$ cat config.mk
export PLATFORM = sky130hd
export DESIGN_NAME = nearest_neighbor_scale_address_top
export DESIGN_NICKNAME = d
export VERILOG_FILES = /design/src/rtl/nnsa_pkg.sv /design/src/rtl/nnsa_front.sv /design/src/rtl/nnsa_div_cell.sv /design/src/rtl/nnsa_back.sv /design/src/rtl/nearest_neighbor_scale_address_top.sv
export SDC_FILE = /design/constraint.sdc
export NUM_CORES = 2
export LEC_CHECK = 0
export ABC_AREA = 1
export BUFFER_PORTS_ARGS = -buffer_cell sky130_fd_sc_hd__buf_2
export CAP_MARGIN = 15
export CORE_AREA = 2 2 436 265
export DETAILED_ROUTE_END_ITERATION = 8
export DIE_AREA = 0 0 438 267
export PLACE_DENSITY = 0.71
export RECOVER_POWER = 100
export REMOVE_ABC_BUFFERS = 1
export SYNTH_ARGS = -nofsm -noshare
export SYNTH_HDL_FRONTEND = slang
export SYNTH_SLANG_ARGS = --single-unit
$ cat constraint.sdc
create_clock -name clock -period 11.4 [get_ports clock]
set_input_delay 0.57 -clock clock [delete_from_list [all_inputs] [get_ports clock]]
set_output_delay 0.57 -clock clock [all_outputs]
set_load 0.02 [all_outputs]
$ cat src/rtl/nnsa_pkg.sv
// ----------------------------------------------------------------------------
// nnsa_pkg
// Shared types, register indexes and constants for the nearest-neighbor
// scale address generator.
// ----------------------------------------------------------------------------
package nnsa_pkg;

   // Fixed field widths of the block's ports.
   localparam int COORD_W     = 12;
   localparam int DIM_REG_W   = 13;
   localparam int OFFSET_W    = 16;
   localparam int ADDR_W      = 26;
   localparam int PAD_W       = 2;
   localparam int CSR_IDX_W   = 3;
   localparam int CSR_DATA_W  = 16;
   localparam int REQ_DATA_W  = 24;
   localparam int RSP_DATA_W  = 56;

   // Reset values of the configuration registers.
   localparam logic [DIM_REG_W-1:0] DIM_RESET    = 13'd1;
   localparam logic [OFFSET_W-1:0]  OFFSET_RESET = 16'd54;

   // Configuration register indexes.
   typedef enum logic [CSR_IDX_W-1:0] {
      CSR_SRC_WIDTH   = 3'd0,
      CSR_SRC_HEIGHT  = 3'd1,
      CSR_SRC_TOPDOWN = 3'd2,
      CSR_DST_WIDTH   = 3'd3,
      CSR_DST_HEIGHT  = 3'd4,
      CSR_PIXEL_OFS   = 3'd5
   } nnsa_csr_type;

   // Per-beat control that travels alongside the division lanes.
   typedef struct packed {
      logic             ok;
      logic             row_end;
      logic [PAD_W-1:0] dst_pad;
   } nnsa_ctl_type;

   // Padding of a 24-bit row: (4 - 3w mod 4) mod 4, which equals w mod 4.
   function automatic logic [PAD_W-1:0] row_pad(input logic [PAD_W-1:0] w_lsbs);
      return w_lsbs;
   endfunction

endpackage

$ cat src/rtl/nnsa_front.sv
// ----------------------------------------------------------------------------
// nnsa_front
// Entry stage: range check, row-end flags and the two products that feed
// the division chain.
// ----------------------------------------------------------------------------
module nnsa_front import nnsa_pkg::*; #(
   parameter int DIM_W = 13,
   parameter int QUO_W = 12
) (
   input  logic               clock,
   input  logic               reset,
   input  logic               in_valid,
   output logic               in_ready,
   input  logic [COORD_W-1:0] out_row,
   input  logic [COORD_W-1:0] out_col,
   input  logic [DIM_W-1:0]   src_w,
   input  logic [DIM_W-1:0]   src_h,
   input  logic [DIM_W-1:0]   dst_w,
   input  logic [DIM_W-1:0]   dst_h,
   output logic               out_valid,
   input  logic               out_ready,
   output nnsa_ctl_type       out_ctl,
   output logic [DIM_W-1:0]   out_rem_row,
   output logic [QUO_W-1:0]   out_shr_row,
   output logic [DIM_W-1:0]   out_rem_col,
   output logic [QUO_W-1:0]   out_shr_col
);

   localparam int PROD_W = COORD_W + DIM_W;

   logic               valid_ff;
   nnsa_ctl_type       ctl_ff, ctl_in;
   logic [PROD_W-1:0]  prod_row_in, prod_col_in;
   logic [DIM_W-1:0]   rem_row_ff, rem_col_ff;
   logic [QUO_W-1:0]   shr_row_ff, shr_col_ff;

   assign in_ready = !valid_ff || out_ready;

   // Numerators and the flags that depend only on the coordinate.
   always_comb begin
      prod_row_in     = PROD_W'(out_row) * PROD_W'(src_h);
      prod_col_in     = PROD_W'(out_col) * PROD_W'(src_w);
      ctl_in.ok       = (PROD_W'(out_row) < PROD_W'(dst_h)) &&
                        (PROD_W'(out_col) < PROD_W'(dst_w));
      ctl_in.row_end  = (PROD_W'(out_col) == (PROD_W'(dst_w) - PROD_W'(1)));
      ctl_in.dst_pad  = ctl_in.row_end ? row_pad(dst_w[PAD_W-1:0]) : '0;
   end

   always_ff @(posedge clock) begin
      if (reset) begin
         valid_ff <= 1'b0;
      end else if (in_ready) begin
         valid_ff <= in_valid;
      end
   end

   // The high part of each numerator is already below the divisor, so it
   // seeds the partial remainder; the low part shifts in one bit per cell.
   always_ff @(posedge clock) begin
      if (in_ready) begin
         ctl_ff     <= ctl_in;
         rem_row_ff <= DIM_W'(prod_row_in >> QUO_W);
         shr_row_ff <= prod_row_in[QUO_W-1:0];
         rem_col_ff <= DIM_W'(prod_col_in >> QUO_W);
         shr_col_ff <= prod_col_in[QUO_W-1:0];
      end
   end

   assign out_valid   = valid_ff;
   assign out_ctl     = ctl_ff;
   assign out_rem_row = rem_row_ff;
   assign out_shr_row = shr_row_ff;
   assign out_rem_col = rem_col_ff;
   assign out_shr_col = shr_col_ff;

endmodule

$ cat src/rtl/nnsa_div_cell.sv
// ----------------------------------------------------------------------------
// nnsa_div_cell
// One restoring-division cell: retires one quotient bit for the row lane
// and one for the column lane, then hands the beat to the next cell.
// ----------------------------------------------------------------------------
module nnsa_div_cell import nnsa_pkg::*; #(
   parameter int DIM_W = 13,
   parameter int QUO_W = 12
) (
   input  logic             clock,
   input  logic             reset,
   input  logic             in_valid,
   output logic             in_ready,
   input  nnsa_ctl_type     in_ctl,
   input  logic [DIM_W-1:0] in_rem_row,
   input  logic [QUO_W-1:0] in_shr_row,
   input  logic [DIM_W-1:0] in_rem_col,
   input  logic [QUO_W-1:0] in_shr_col,
   input  logic [DIM_W-1:0] div_row,
   input  logic [DIM_W-1:0] div_col,
   output logic             out_valid,
   input  logic             out_ready,
   output nnsa_ctl_type     out_ctl,
   output logic [DIM_W-1:0] out_rem_row,
   output logic [QUO_W-1:0] out_shr_row,
   output logic [DIM_W-1:0] out_rem_col,
   output logic [QUO_W-1:0] out_shr_col
);

   logic             valid_ff;
   nnsa_ctl_type     ctl_ff;
   logic [DIM_W:0]   trial_row, trial_col;
   logic             ge_row, ge_col;
   logic [DIM_W-1:0] rem_row_in, rem_col_in, rem_row_ff, rem_col_ff;
   logic [QUO_W-1:0] shr_row_in, shr_col_in, shr_row_ff, shr_col_ff;

   assign in_ready = !valid_ff || out_ready;

   // Bring down the next numerator bit, subtract the divisor if it fits,
   // and shift the resulting quotient bit in at the bottom.
   always_comb begin
      trial_row  = {in_rem_row, in_shr_row[QUO_W-1]};
      ge_row     = (trial_row >= {1'b0, div_row});
      rem_row_in = ge_row ? DIM_W'(trial_row - {1'b0, div_row}) : trial_row[DIM_W-1:0];
      shr_row_in = {in_shr_row[QUO_W-2:0], ge_row};

      trial_col  = {in_rem_col, in_shr_col[QUO_W-1]};
      ge_col     = (trial_col >= {1'b0, div_col});
      rem_col_in = ge_col ? DIM_W'(trial_col - {1'b0, div_col}) : trial_col[DIM_W-1:0];
      shr_col_in = {in_shr_col[QUO_W-2:0], ge_col};
   end

   always_ff @(posedge clock) begin
      if (reset) begin
         valid_ff <= 1'b0;
      end else if (in_ready) begin
         valid_ff <= in_valid;
      end
   end

   always_ff @(posedge clock) begin
      if (in_ready) begin
         ctl_ff     <= in_ctl;
         rem_row_ff <= rem_row_in;
         shr_row_ff <= shr_row_in;
         rem_col_ff <= rem_col_in;
         shr_col_ff <= shr_col_in;
      end
   end

   assign out_valid   = valid_ff;
   assign out_ctl     = ctl_ff;
   assign out_rem_row = rem_row_ff;
   assign out_shr_row = shr_row_ff;
   assign out_rem_col = rem_col_ff;
   assign out_shr_col = shr_col_ff;

endmodule

$ cat src/rtl/nnsa_back.sv
// ----------------------------------------------------------------------------
// nnsa_back
// Exit stages: row mirroring and row-stride product, then the byte
// address sum into the output register.
// ----------------------------------------------------------------------------
module nnsa_back import nnsa_pkg::*; #(
   parameter int DIM_W = 13,
   parameter int QUO_W = 12
) (
   input  logic                clock,
   input  logic                reset,
   input  logic                in_valid,
   output logic                in_ready,
   input  nnsa_ctl_type        in_ctl,
   input  logic [QUO_W-1:0]    in_quo_row,
   input  logic [QUO_W-1:0]    in_quo_col,
   input  logic [DIM_W-1:0]    src_w,
   input  logic [DIM_W-1:0]    src_h,
   input  logic                src_top_down,
   input  logic [OFFSET_W-1:0] pixel_offset,
   output logic                out_valid,
   input  logic                out_ready,
   output logic [COORD_W-1:0]  src_row,
   output logic [COORD_W-1:0]  src_col,
   output logic [ADDR_W-1:0]   byte_address,
   output logic                row_end,
   output logic [PAD_W-1:0]    dst_pad_bytes,
   output logic                coord_ok
);

   localparam int STRIDE_W = DIM_W + 2;
   localparam int PROD_W   = QUO_W + STRIDE_W;
   localparam int COL3_W   = QUO_W + 2;
   localparam int SUM_W    = ADDR_W + PROD_W;

   logic                valid_a_ff, valid_b_ff, ready_a, ready_b;
   nnsa_ctl_type        ctl_a_ff;
   logic [QUO_W-1:0]    row_sel, row_a_ff, col_a_ff;
   logic [STRIDE_W-1:0] stride;
   logic [PROD_W-1:0]   prod_in, prod_a_ff;
   logic [COL3_W-1:0]   col3_in, col3_a_ff;
   logic [SUM_W-1:0]    sum_in;
   logic [COORD_W-1:0]  src_row_ff, src_col_ff;
   logic [ADDR_W-1:0]   addr_ff;
   logic                row_end_ff, ok_ff;
   logic [PAD_W-1:0]    pad_ff;

   assign ready_b  = !valid_b_ff || out_ready;
   assign ready_a  = !valid_a_ff || ready_b;
   assign in_ready = ready_a;

   // Mirror top-down rows and form the row offset in bytes.
   always_comb begin
      row_sel = src_top_down ? (QUO_W'(src_h - DIM_W'(1)) - in_quo_row) : in_quo_row;
      stride  = STRIDE_W'({src_w, 1'b0}) + STRIDE_W'(src_w) +
                STRIDE_W'(row_pad(src_w[PAD_W-1:0]));
      prod_in = PROD_W'(row_sel) * PROD_W'(stride);
      col3_in = COL3_W'({in_quo_col, 1'b0}) + COL3_W'(in_quo_col);
   end

   always_ff @(posedge clock) begin
      if (reset) begin
         valid_a_ff <= 1'b0;
         valid_b_ff <= 1'b0;
      end else begin
         if (ready_a) begin
            valid_a_ff <= in_valid;
         end
         if (ready_b) begin
            valid_b_ff <= valid_a_ff;
         end
      end
   end

   always_ff @(posedge clock) begin
      if (ready_a) begin
         ctl_a_ff  <= in_ctl;
         row_a_ff  <= row_sel;
         col_a_ff  <= in_quo_col;
         prod_a_ff <= prod_in;
         col3_a_ff <= col3_in;
      end
   end

   // Byte address of the blue byte.
   assign sum_in = SUM_W'(pixel_offset) + SUM_W'(prod_a_ff) + SUM_W'(col3_a_ff);

   // Output register; a coordinate outside the destination gives all zeros.
   always_ff @(posedge clock) begin
      if (ready_b) begin
         ok_ff      <= ctl_a_ff.ok;
         src_row_ff <= ctl_a_ff.ok ? COORD_W'(row_a_ff) : '0;
         src_col_ff <= ctl_a_ff.ok ? COORD_W'(col_a_ff) : '0;
         addr_ff    <= ctl_a_ff.ok ? sum_in[ADDR_W-1:0] : '0;
         row_end_ff <= ctl_a_ff.ok && ctl_a_ff.row_end;
         pad_ff     <= ctl_a_ff.ok ? ctl_a_ff.dst_pad : '0;
      end
   end

   assign out_valid     = valid_b_ff;
   assign src_row       = src_row_ff;
   assign src_col       = src_col_ff;
   assign byte_address  = addr_ff;
   assign row_end       = row_end_ff;
   assign dst_pad_bytes = pad_ff;
   assign coord_ok      = ok_ff;

endmodule

$ cat src/rtl/nearest_neighbor_scale_address_top.sv
// ----------------------------------------------------------------------------
// nearest_neighbor_scale_address_top
// Nearest-neighbor scaling address generator for 24-bit padded bitmaps.
// ----------------------------------------------------------------------------
// Each request beat carries a destination coordinate; each response beat
// carries the chosen source row and column, the source byte address, the
// row-end flag with its destination padding, and an in-range flag. The
// block takes one beat per clock when not back-pressured and returns
// results in order. It has one entry stage, a chain of QUO_W =
// clog2(min(MAX_DIM, 8191)) division cells that each retire one quotient
// bit of both divisions, and two exit stages for the stride multiply and
// the address sum. The user must write configuration through the csr port
// while no beat is in flight; the block itself does not enforce this.
module nearest_neighbor_scale_address_top import nnsa_pkg::*; #(
   parameter int MAX_DIM = 4096
) (
   input  logic                  clock,
   input  logic                  reset,
   // Request: out_row [11:0], out_col [23:12].
   input  logic                  req_tvalid,
   output logic                  req_tready,
   input  logic [REQ_DATA_W-1:0] req_tdata,
   // Response: src_row [11:0], src_col [23:12], byte_address [49:24],
   // dst_pad_bytes [51:50], zero fill above.
   output logic                  rsp_tvalid,
   input  logic                  rsp_tready,
   output logic [RSP_DATA_W-1:0] rsp_tdata,
   output logic                  rsp_tlast,
   // Response user: coord_ok [0].
   output logic                  rsp_tuser,
   input  logic                  csr_we,
   input  logic [CSR_IDX_W-1:0]  csr_index,
   input  logic [CSR_DATA_W-1:0] csr_wdata
);

   localparam int REG_MAX = (1 << DIM_REG_W) - 1;
   localparam int EFF_MAX = (MAX_DIM < REG_MAX) ? MAX_DIM : REG_MAX;
   localparam int DIM_W   = $clog2(EFF_MAX + 1);
   localparam int QUO_W   = $clog2(EFF_MAX);

   logic [DIM_REG_W-1:0] src_w_ff, src_h_ff, dst_w_ff, dst_h_ff;
   logic                 top_down_ff;
   logic [OFFSET_W-1:0]  offset_ff;
   logic [DIM_W-1:0]     src_w, src_h, dst_w, dst_h;

   logic                 chain_valid [QUO_W+1];
   logic                 chain_ready [QUO_W+1];
   nnsa_ctl_type         chain_ctl   [QUO_W+1];
   logic [DIM_W-1:0]     chain_rem_row [QUO_W+1];
   logic [QUO_W-1:0]     chain_shr_row [QUO_W+1];
   logic [DIM_W-1:0]     chain_rem_col [QUO_W+1];
   logic [QUO_W-1:0]     chain_shr_col [QUO_W+1];

   logic [COORD_W-1:0]   src_row, src_col;
   logic [ADDR_W-1:0]    byte_address;
   logic [PAD_W-1:0]     dst_pad_bytes;

   // A dimension of zero acts as one; one above the limit acts as the limit.
   function automatic logic [DIM_W-1:0] eff_dim(input logic [DIM_REG_W-1:0] v);
      if (v == '0) begin
         return DIM_W'(1);
      end else if (32'(v) > EFF_MAX) begin
         return DIM_W'(EFF_MAX);
      end else begin
         return DIM_W'(v);
      end
   endfunction

   // Configuration registers.
   always_ff @(posedge clock) begin
      if (reset) begin
         src_w_ff    <= DIM_RESET;
         src_h_ff    <= DIM_RESET;
         top_down_ff <= 1'b0;
         dst_w_ff    <= DIM_RESET;
         dst_h_ff    <= DIM_RESET;
         offset_ff   <= OFFSET_RESET;
      end else if (csr_we) begin
         unique case (csr_index)
            CSR_SRC_WIDTH:   src_w_ff    <= csr_wdata[DIM_REG_W-1:0];
            CSR_SRC_HEIGHT:  src_h_ff    <= csr_wdata[DIM_REG_W-1:0];
            CSR_SRC_TOPDOWN: top_down_ff <= csr_wdata[0];
            CSR_DST_WIDTH:   dst_w_ff    <= csr_wdata[DIM_REG_W-1:0];
            CSR_DST_HEIGHT:  dst_h_ff    <= csr_wdata[DIM_REG_W-1:0];
            CSR_PIXEL_OFS:   offset_ff   <= csr_wdata;
            default: ;
         endcase
      end
   end

   assign src_w = eff_dim(src_w_ff);
   assign src_h = eff_dim(src_h_ff);
   assign dst_w = eff_dim(dst_w_ff);
   assign dst_h = eff_dim(dst_h_ff);

   // Entry stage.
   nnsa_front #(
      .DIM_W (DIM_W),
      .QUO_W (QUO_W)
   ) u_front (
      .clock       (clock),
      .reset       (reset),
      .in_valid    (req_tvalid),
      .in_ready    (req_tready),
      .out_row     (req_tdata[COORD_W-1:0]),
      .out_col     (req_tdata[2*COORD_W-1:COORD_W]),
      .src_w       (src_w),
      .src_h       (src_h),
      .dst_w       (dst_w),
      .dst_h       (dst_h),
      .out_valid   (chain_valid[0]),
      .out_ready   (chain_ready[0]),
      .out_ctl     (chain_ctl[0]),
      .out_rem_row (chain_rem_row[0]),
      .out_shr_row (chain_shr_row[0]),
      .out_rem_col (chain_rem_col[0]),
      .out_shr_col (chain_shr_col[0])
   );

   // Division chain, one quotient bit per cell, most significant first.
   for (genvar i = 0; i < QUO_W; i++) begin : g_cell
      nnsa_div_cell #(
         .DIM_W (DIM_W),
         .QUO_W (QUO_W)
      ) u_cell (
         .clock       (clock),
         .reset       (reset),
         .in_valid    (chain_valid[i]),
         .in_ready    (chain_ready[i]),
         .in_ctl      (chain_ctl[i]),
         .in_rem_row  (chain_rem_row[i]),
         .in_shr_row  (chain_shr_row[i]),
         .in_rem_col  (chain_rem_col[i]),
         .in_shr_col  (chain_shr_col[i]),
         .div_row     (dst_h),
         .div_col     (dst_w),
         .out_valid   (chain_valid[i+1]),
         .out_ready   (chain_ready[i+1]),
         .out_ctl     (chain_ctl[i+1]),
         .out_rem_row (chain_rem_row[i+1]),
         .out_shr_row (chain_shr_row[i+1]),
         .out_rem_col (chain_rem_col[i+1]),
         .out_shr_col (chain_shr_col[i+1])
      );
   end

   // Exit stages.
   nnsa_back #(
      .DIM_W (DIM_W),
      .QUO_W (QUO_W)
   ) u_back (
      .clock         (clock),
      .reset         (reset),
      .in_valid      (chain_valid[QUO_W]),
      .in_ready      (chain_ready[QUO_W]),
      .in_ctl        (chain_ctl[QUO_W]),
      .in_quo_row    (chain_shr_row[QUO_W]),
      .in_quo_col    (chain_shr_col[QUO_W]),
      .src_w         (src_w),
      .src_h         (src_h),
      .src_top_down  (top_down_ff),
      .pixel_offset  (offset_ff),
      .out_valid     (rsp_tvalid),
      .out_ready     (rsp_tready),
      .src_row       (src_row),
      .src_col       (src_col),
      .byte_address  (byte_address),
      .row_end       (rsp_tlast),
      .dst_pad_bytes (dst_pad_bytes),
      .coord_ok      (rsp_tuser)
   );

   assign rsp_tdata = {4'b0000, dst_pad_bytes, byte_address, src_col, src_row};

   // A coordinate outside the destination returns an all-zero beat.
   a_out_of_range_zero: assert property (@(posedge clock) disable iff (reset)
      rsp_tvalid && !rsp_tuser |-> (rsp_tdata == '0) && !rsp_tlast)
      else $error("out-of-range beat carries nonzero fields");

   // Destination padding only follows the last pixel of a row.
   a_pad_at_row_end: assert property (@(posedge clock) disable iff (reset)
      rsp_tvalid && !rsp_tlast |-> (rsp_tdata[51:50] == '0))
      else $error("padding reported away from row end");

   // The pipeline is empty right after reset.
   a_empty_after_reset: assert property (@(posedge clock)
      reset |=> !rsp_tvalid)
      else $error("response valid right after reset");

endmodule

* Yosys cells after proc, flatten, opt, wreduce, memory -nomap -nowiden
Index checks and enable logic that the tools add are counted.
** Cells by class
- Add/subtract/negate cells :: 30
- $mul :: 3
- Magnitude comparators :: 30
- Equality and inequality tests :: 6
- Multiplexer cells :: 31
- Reductions and logical operators :: 43
** Operator list (number)
- $mux 13 :: 30
- $ge 14x13->1 :: 24
- $sub 13x13->13 :: 22
- $gt 13x13->1 const B :: 4
- $logic_not 13->1 :: 4
- $mul 12x13->25 :: 2
- $add 16x26->26 :: 1
- $add 26x14->26 :: 1
- $lt 12x13->1 :: 2
- $mul 12x15->26 :: 1
- $eq 12x25->1 :: 1
- $add 14x13->15 :: 1
- $add 15x2->15 :: 1
- $logic_not 1->1 :: 15
- $logic_or 1x1->1 :: 15
- $add 13x12->14 :: 1
- $sub 13x1->14 const B :: 1
- $mux 12 :: 1
- $reduce_and 2->1 :: 6
- $sub 12x1->12 const B :: 1
- $sub 12x12->12 :: 1
- $eq 3x2->1 const B :: 2
- $eq 3x3->1 const B :: 2
- $eq 3x1->1 const B :: 1
- other kinds (2) :: 3
** Storage, ports and cells
- Register bits after elaboration :: 882
- Input port bits :: 48
- Output and inout bits :: 60
- Word-level logic and storage cells :: 266

* Logic depth before layout (Yosys ltp)
- Depth after elaboration :: 16
- Depth in mapped cells :: 40
- Mapped depth without buffers :: 40

* By module
Synthesis repeated with hierarchy kept, for this count alone.
** Unflattened totals
- Cells, all modules :: 9348
- Area total of the unflattened synthesis :: 77077.7 um^2
** Modules (own cells, without submodules)
- nnsa_div_cell (g_cell[0].u_cell ...) :: times used 8, cells each 490, area an instance 4013.8 um^2, seq. area each 1641.6 um^2
- nnsa_front :: times used 1, cells each 1721, area an instance 13331.5 um^2, seq. area each 1641.6 um^2
- nnsa_div_cell (g_cell[7].u_cell ...) :: times used 3, cells each 487, area an instance 4051.4 um^2, seq. area each 1641.6 um^2
- nnsa_back :: times used 1, cells each 1332, area an instance 12119.1 um^2, seq. area each 3613.5 um^2
- nnsa_div_cell (g_cell[6].u_cell) :: times used 1, cells each 489, area an instance 4046.4 um^2, seq. area each 1641.6 um^2
- nearest_neighbor_scale_address_top :: times used 1, cells each 425, area an instance 3315.7 um^2, seq. area each 1381.3 um^2

* Worst setup path after synthesis
OpenSTA, ideal clock, no wires.
- Path type :: register to register
- From :: reg src_w_ff[8]
- To :: reg u_back.prod_a_ff[21], data pin
- Setup time :: 0.265 ns
- Arrival :: 7.493 ns
- Data required time :: 11.135 ns
- Setup slack :: 3.642 ns
- Cell stages (with the launch flop) :: 37
- Path buffers :: 0
- Period minus slack after synthesis :: 7.758 ns
- Cell sequence :: dfxtp_1 -> nor4_1 -> nand4_1 -> nand2_1 -> inv_1 -> nor2_2 -> inv_1 -> fa_1 -> inv_1 -> ha_1 -> fa_1 -> nand3_1 -> nand2_1 -> a21oi_1 -> o21ai_1 -> or2_2 -> nand2_1 -> clkinv_1 -> nand2_1 -> fa_1 -> fa_1 -> fa_1 -> inv_1 -> fa_1 -> inv_1 -> fa_1 -> inv_1 -> ha_1 -> a21oi_1 -> nand2_1 -> a21oi_1 -> inv_1 -> a21oi_1 -> inv_1 -> a21oi_1 -> o21ai_0 -> xor2_1
** On the way
- Cells in the longest elaborated chain, start to end :: 6
- Elaborated cells between the ends (all ways) :: 7
- Classes of those cells :: 2 x add/sub; 1 x mul; 1 x order compare; 2 x mux; 1 x reduce/logical
** RTL lines
- from (decl) :: RTL line nearest_neighbor_scale_address_top.sv:41 : logic [DIM_REG_W-1:0] src_w_ff, src_h_ff, dst_w_ff, dst_h_ff;
- from (signal assigned) :: RTL line nearest_neighbor_scale_address_top.sv:80 : CSR_SRC_WIDTH: src_w_ff <= csr_wdata[DIM_REG_W-1:0];
- $gt 13x13->1 :: RTL line nearest_neighbor_scale_address_top.sv:62 : end else if (32'(v) > EFF_MAX) begin
- $mux 13 :: RTL line nearest_neighbor_scale_address_top.sv:62
- $mux 13 * :: RTL line nearest_neighbor_scale_address_top.sv:60 : if (v == '0) begin
- $add 14x13->15 :: RTL line nnsa_back.sv:55 : stride = STRIDE_W'({src_w, 1'b0}) + STRIDE_W'(src_w) +
- $add 15x2->15 * :: RTL line nnsa_back.sv:55
- $mul 12x15->26 * :: RTL line nnsa_back.sv:57 : prod_in = PROD_W'(row_sel) * PROD_W'(stride);
- net u_back.prod_in[21] :: RTL line nnsa_back.sv:40 : logic [PROD_W-1:0] prod_in, prod_a_ff;
- to (signal assigned) :: RTL line nnsa_back.sv:80 : prod_a_ff <= prod_in;
- to (decl) :: RTL line nnsa_back.sv:40
The timed path passes the listed nets; every way through them passes the cells marked *.
A chain may end at the register's enable or synchronous reset.

* Worst setup path in the final report
- From :: reg src_h_ff[12]
- To :: reg u_back.prod_a_ff[18], data pin
** On the way
- Cells in the longest elaborated chain, start to end :: 7
- Elaborated cells between the ends (all ways) :: 8
- Classes of those cells :: 2 x add/sub; 1 x mul; 1 x order compare; 3 x mux; 1 x reduce/logical
** RTL lines
- from (decl) :: RTL line nearest_neighbor_scale_address_top.sv:41
- from (signal assigned) :: RTL line nearest_neighbor_scale_address_top.sv:81 : CSR_SRC_HEIGHT: src_h_ff <= csr_wdata[DIM_REG_W-1:0];
- $gt 13x13->1 :: RTL line nearest_neighbor_scale_address_top.sv:62
- $mux 13 :: RTL line nearest_neighbor_scale_address_top.sv:62
- $mux 13 * :: RTL line nearest_neighbor_scale_address_top.sv:60
- $sub 12x1->12 * :: RTL line nnsa_back.sv:54 : row_sel = src_top_down ? (QUO_W'(src_h - DIM_W'(1)) - in_quo_row) : in_quo_row;
- $sub 12x12->12 * :: RTL line nnsa_back.sv:54
- $mux 12 * :: RTL line nnsa_back.sv:54
- $mul 12x15->26 * :: RTL line nnsa_back.sv:57
- net u_back.prod_in[18] :: RTL line nnsa_back.sv:40
Marks and branches as above.

==> qor.json <==
{
  "outcome": {"value": "finished with violations"},
  "violations_in_the_final_reports": {"value": "max-capacitance violations, max-slew violations"},
  "cts_tree": {"value": "yes"},
  "worst_case_clock_buffer_depth": {"value": 3},
  "crit_path_start_kind": {"value": "flip-flop"},
  "grt_first_pass_wirelength": {"value": 250.3, "unit": "mm"},
  "fp.dieW": {"value": 438, "unit": "um"},
  "clock-root-buffer": {"value": "clkbuf_16"},
  "fp-row-count": {"value": 96},
  "detailedRoute.firstPassIterationCount": {"value": 6},
  "synth-seq-area-share": {"value": 41.40, "unit": "%"},
  "num_vias": {"value": 45420},
  "worst_path_largest_cell_delay": {"value": 0.68, "unit": "ns"},
  "critPathSlowestCell": {"value": "clkbuf_1"},
  "layout.filler_cells": {"value": 9730},
  "slew_headroom": {"value": -137.6, "unit": "%"},
  "footprint_of_the_flip_flops_and_latches": {"value": 25550, "unit": "sq um"},
  "layout_commonest_cell": {"value": "nand2_1"},
  "final_net_count": {"value": 7470},
  "cp_data_required_time": {"value": 11.85, "unit": "ns"},
  "skew": {"value": 0.04664, "unit": "ns"},
  "cts.htree.levels": {"value": 3},
  "synth.largest_area_cell": {"value": "edfxtp_1"},
  "synthesis.yosys.warnings": {"value": 0},
  "cts_made_buffers": {"value": 85},
  "finalSetupTns": {"value": 0, "unit": "ns"},
  "floorplan.initialDensity": {"value": 54.55, "unit": "%"},
  "maxClockFrequency": {"value": 104.6, "unit": "MHz"},
  "whs": {"value": 0.09499, "unit": "ns"},
  "synth_enable_flop_cells": {"value": 795},
  "global_route.overflow_total": {"value": 0},
  "via_count_of_the_first_global_routing_pass": {"value": 43000},
  "p_leak": {"value": 29.67, "unit": "nW"},
  "netlist.area_leader.share": {"value": 38.67, "unit": "%"},
  "clock_sinks": {"value": 879},
  "layout-drive-gt1-share": {"value": 3.977, "unit": "%"},
  "kind_of_capture_point_of_the_worst_setup_path": {"value": "flip-flop"},
  "mostFrequentLayoutCells": {"value": "nand2_1, inv_1, edfxtp_1"},
  "worst_margin_slew": {"value": 3.564, "unit": "ns"},
  "cp_data_arrival_time": {"value": 10.01, "unit": "ns"},
  "routed_via_density": {"value": 5.633},
  "antenna_found_initial": {"value": 2},
  "crit_start": {"value": "src_h_ff[12]"},
  "grt_setup_unrepaired": {"value": "false"},
  "portBuffers": {"value": 103},
  "pin_count_of_the_biggest_net_entering_global_routing": {"value": 67},
  "post_cts_hold_buffer_count": {"value": 0},
  "postSynth.asyncResetShare": {"value": 0, "unit": "%"},
  "place.gp.congestion": {"value": 0.9661},
  "postSynth.topFlopCell": {"value": "edfxtp_1"},
  "maxCapViolCount": {"value": 30},
  "total_die_area": {"value": 116900, "unit": "sq um"},
  "clk_pin_slew_worst_paths": {"value": 0.07, "unit": "ns"},
  "drt_wl_total": {"value": 161.8, "unit": "mm"},
  "synth.area.top_cells": {"value": "edfxtp_1, fa_1, ha_1"},
  "cts_resized": {"value": 0},
  "post_drt_wl_per_cell": {"value": 20.07, "unit": "um"},
  "hp-start": {"value": "csr_wdata[15]"},
  "finish.cell_count_without_fillers": {"value": 8063},
  "overall_routing_resource_usage": {"value": 27.98, "unit": "%"},
  "setup_viol_count_final": {"value": 0},
  "post_synth_num_cell_types": {"value": 61},
  "p_per_area": {"value": 263.7, "unit": "nW/um^2"},
  "core_region_area": {"value": 113100, "unit": "sq um"},
  "timing.final.hold_violations": {"value": 0},
  "ir_worst_vdd": {"value": 0.0002043, "unit": "V"},
  "final_min_period_over_clock_period": {"value": 83.86, "unit": "%"},
  "synthesis.instances": {"value": 6341},
  "critical_path.most_common_cell": {"value": "fa_1"},
  "area_growth_from_synthesis_to_layout": {"value": 7.502, "unit": "%"},
  "die_height": {"value": 267, "unit": "um"},
  "postSynthRegisterBits": {"value": 879},
  "ant_nets": {"value": 0},
  "rr_startpoint": {"value": "src_h_ff[12]"},
  "clk-insertion-delay-late": {"value": 0.70, "unit": "ns"},
  "dp.final_hpwl": {"value": 123.8, "unit": "mm"},
  "syn_avg_cell_area": {"value": 9.735, "unit": "sq um"},
  "detail_route.drc_violations": {"value": 0},
  "detail_route.iter0.violations": {"value": 4448},
  "worst-path-max-fanout": {"value": 16},
  "setup.worst_path.class": {"value": "flip-flop to flip-flop"},
  "pins_over_their_slew_limit": {"value": 1127},
  "dp.cells": {"value": 7897},
  "boundaryPins": {"value": 108},
  "final.min_clock_period": {"value": 9.560, "unit": "ns"},
  "syn-cell-area": {"value": 61730, "unit": "sq um"},
  "multiInputGateArea": {"value": 32200, "unit": "sq um"},
  "timing.hold.worst.class": {"value": "primary input to flip-flop"},
  "cts_setup_buffers": {"value": 0}
}
-- per-layer routing --
metal	vias to the layer above	GRT usage, %	share of wire (%)
met1	21780	45.39	50
met2	1798	37.20	38
li1	21640	-	-
met5	-	0	0
met3	195	7.384	11
met4	0	4.651	1.7
-- power breakdown --
part           switching [W]  internal (W)
Combinational        0.00531       0.00331
Clock                0.00131       0.00160
Sequential          0.000707       0.00526
-- state kept, by name, summed over array words and instances, names as in the netlist, 4 cells and up --
signal,count
u_front.out_ctl,4
u_front.out_shr_row,12
u_front.out_rem_row,13
u_back.col_a_ff,11
u_back.src_row,12
u_front.out_shr_col,12
u_back.ctl_a_ff,4
u_back.col3_a_ff,14
g_cell.u_cell.out_ctl,48
offset_ff,16
u_back.src_col,12
g_cell.u_cell.out_rem_col,143
g_cell.u_cell.out_shr_col,144
u_back.row_a_ff,12
u_front.out_rem_col,13
dst_w_ff,13
src_w_ff,13
u_back.prod_a_ff,24
u_back.byte_address,26
g_cell.u_cell.out_shr_row,144
g_cell.u_cell.out_rem_row,143
g_cell.u_cell.out_valid,12
dst_h_ff,13
src_h_ff,13
-- synth_stat cells (all sizes together) (2+ instances only) --
library cell	number
o2111ai	12
a31o	12
clkinv	10
inv	812
o221ai	5
a21boi	8
buf	53
nor2	797
o21bai	18
nand2	970
dfxtp	84
o211ai	10
edfxtp	795
mux2	2
or2	11
fa	368
xnor2	151
nand3	197
and2	3
a31oi	26
a21o	39
ha	585
a211oi	7
nand3b	12
clkbuf	71
o21ai	300
o21a	7
nor3	40
o31ai	15
nor4	12
xor2	171
a21oi	681
a221oi	4
nand4	47
-- cells by family after synthesis --
| logic type | after synthesis | synth area share (%) |
|---|---|---|
| AND/OR/NAND/NOR | 2092 | 13.79 |
| AO/OA/AOI/OAI | 1146 | 10.33 |
| buffers and inverters | 946 | 6.067 |
| other | 1 | 0.006075 |
| XOR/XNOR | 322 | 4.581 |
| adder cells (fa/ha/maj) | 953 | 23.79 |
| flip-flops | 879 | 41.40 |
| multiplexers | 2 | 0.03648 |
-- cell type report --
class | count | area share (%)
Antenna cell | 6 | 0.02263
Clock inverter | 53 | 0.8579
Sequential cell | 879 | 38.51
Timing Repair Buffer | 162 | 1.184
Inverter | 822 | 4.650
Tap cell | 1519 | 2.864
Multi-Input combinational cell | 4519 | 48.53
Clock buffer | 103 | 3.384
-- metrics by stage --
step | util, % | setup slack [ns] | area [sq um] | total power [W]
2_1_floorplan | - | 3.638 | 61080 | 0.01223
3_3_place_gp | 56.54 | 2.417 | 63970 | 0.01432
3_5_place_dp | 56.54 | 2.297 | 63970 | 0.01452
4_1_cts | 59.02 | 2.296 | 66790 | 0.01751
5_1_grt | 58.63 | 1.379 | 66340 | 0.01888
6_report | 58.65 | 1.840 | 66360 | 0.01750
-- worst max-delay path: cells and delay by family, from the launching register on --
family                     cells  cell delay, ns
and+or+nand+nor                5            0.86
AOI/OAI and AO/OA             10            1.93
buffers and inverters          7            2.67
DFF                            1            0.32
adders and majority gates      8            3.46
xor gates and xnor gates       1            0.08
-- final timing paths --
kind              cells after the start  slack, ns                              end
setup / recovery                     31       1.84             u_back.prod_a_ff[18]
setup reg to reg                     31       1.84             u_back.prod_a_ff[18]
hold / removal                        3       0.09                    offset_ff[15]
hold reg to reg                       0       0.41  g_cell[3].u_cell.out_shr_col[6]
Power figures use the tool's default switching activity.
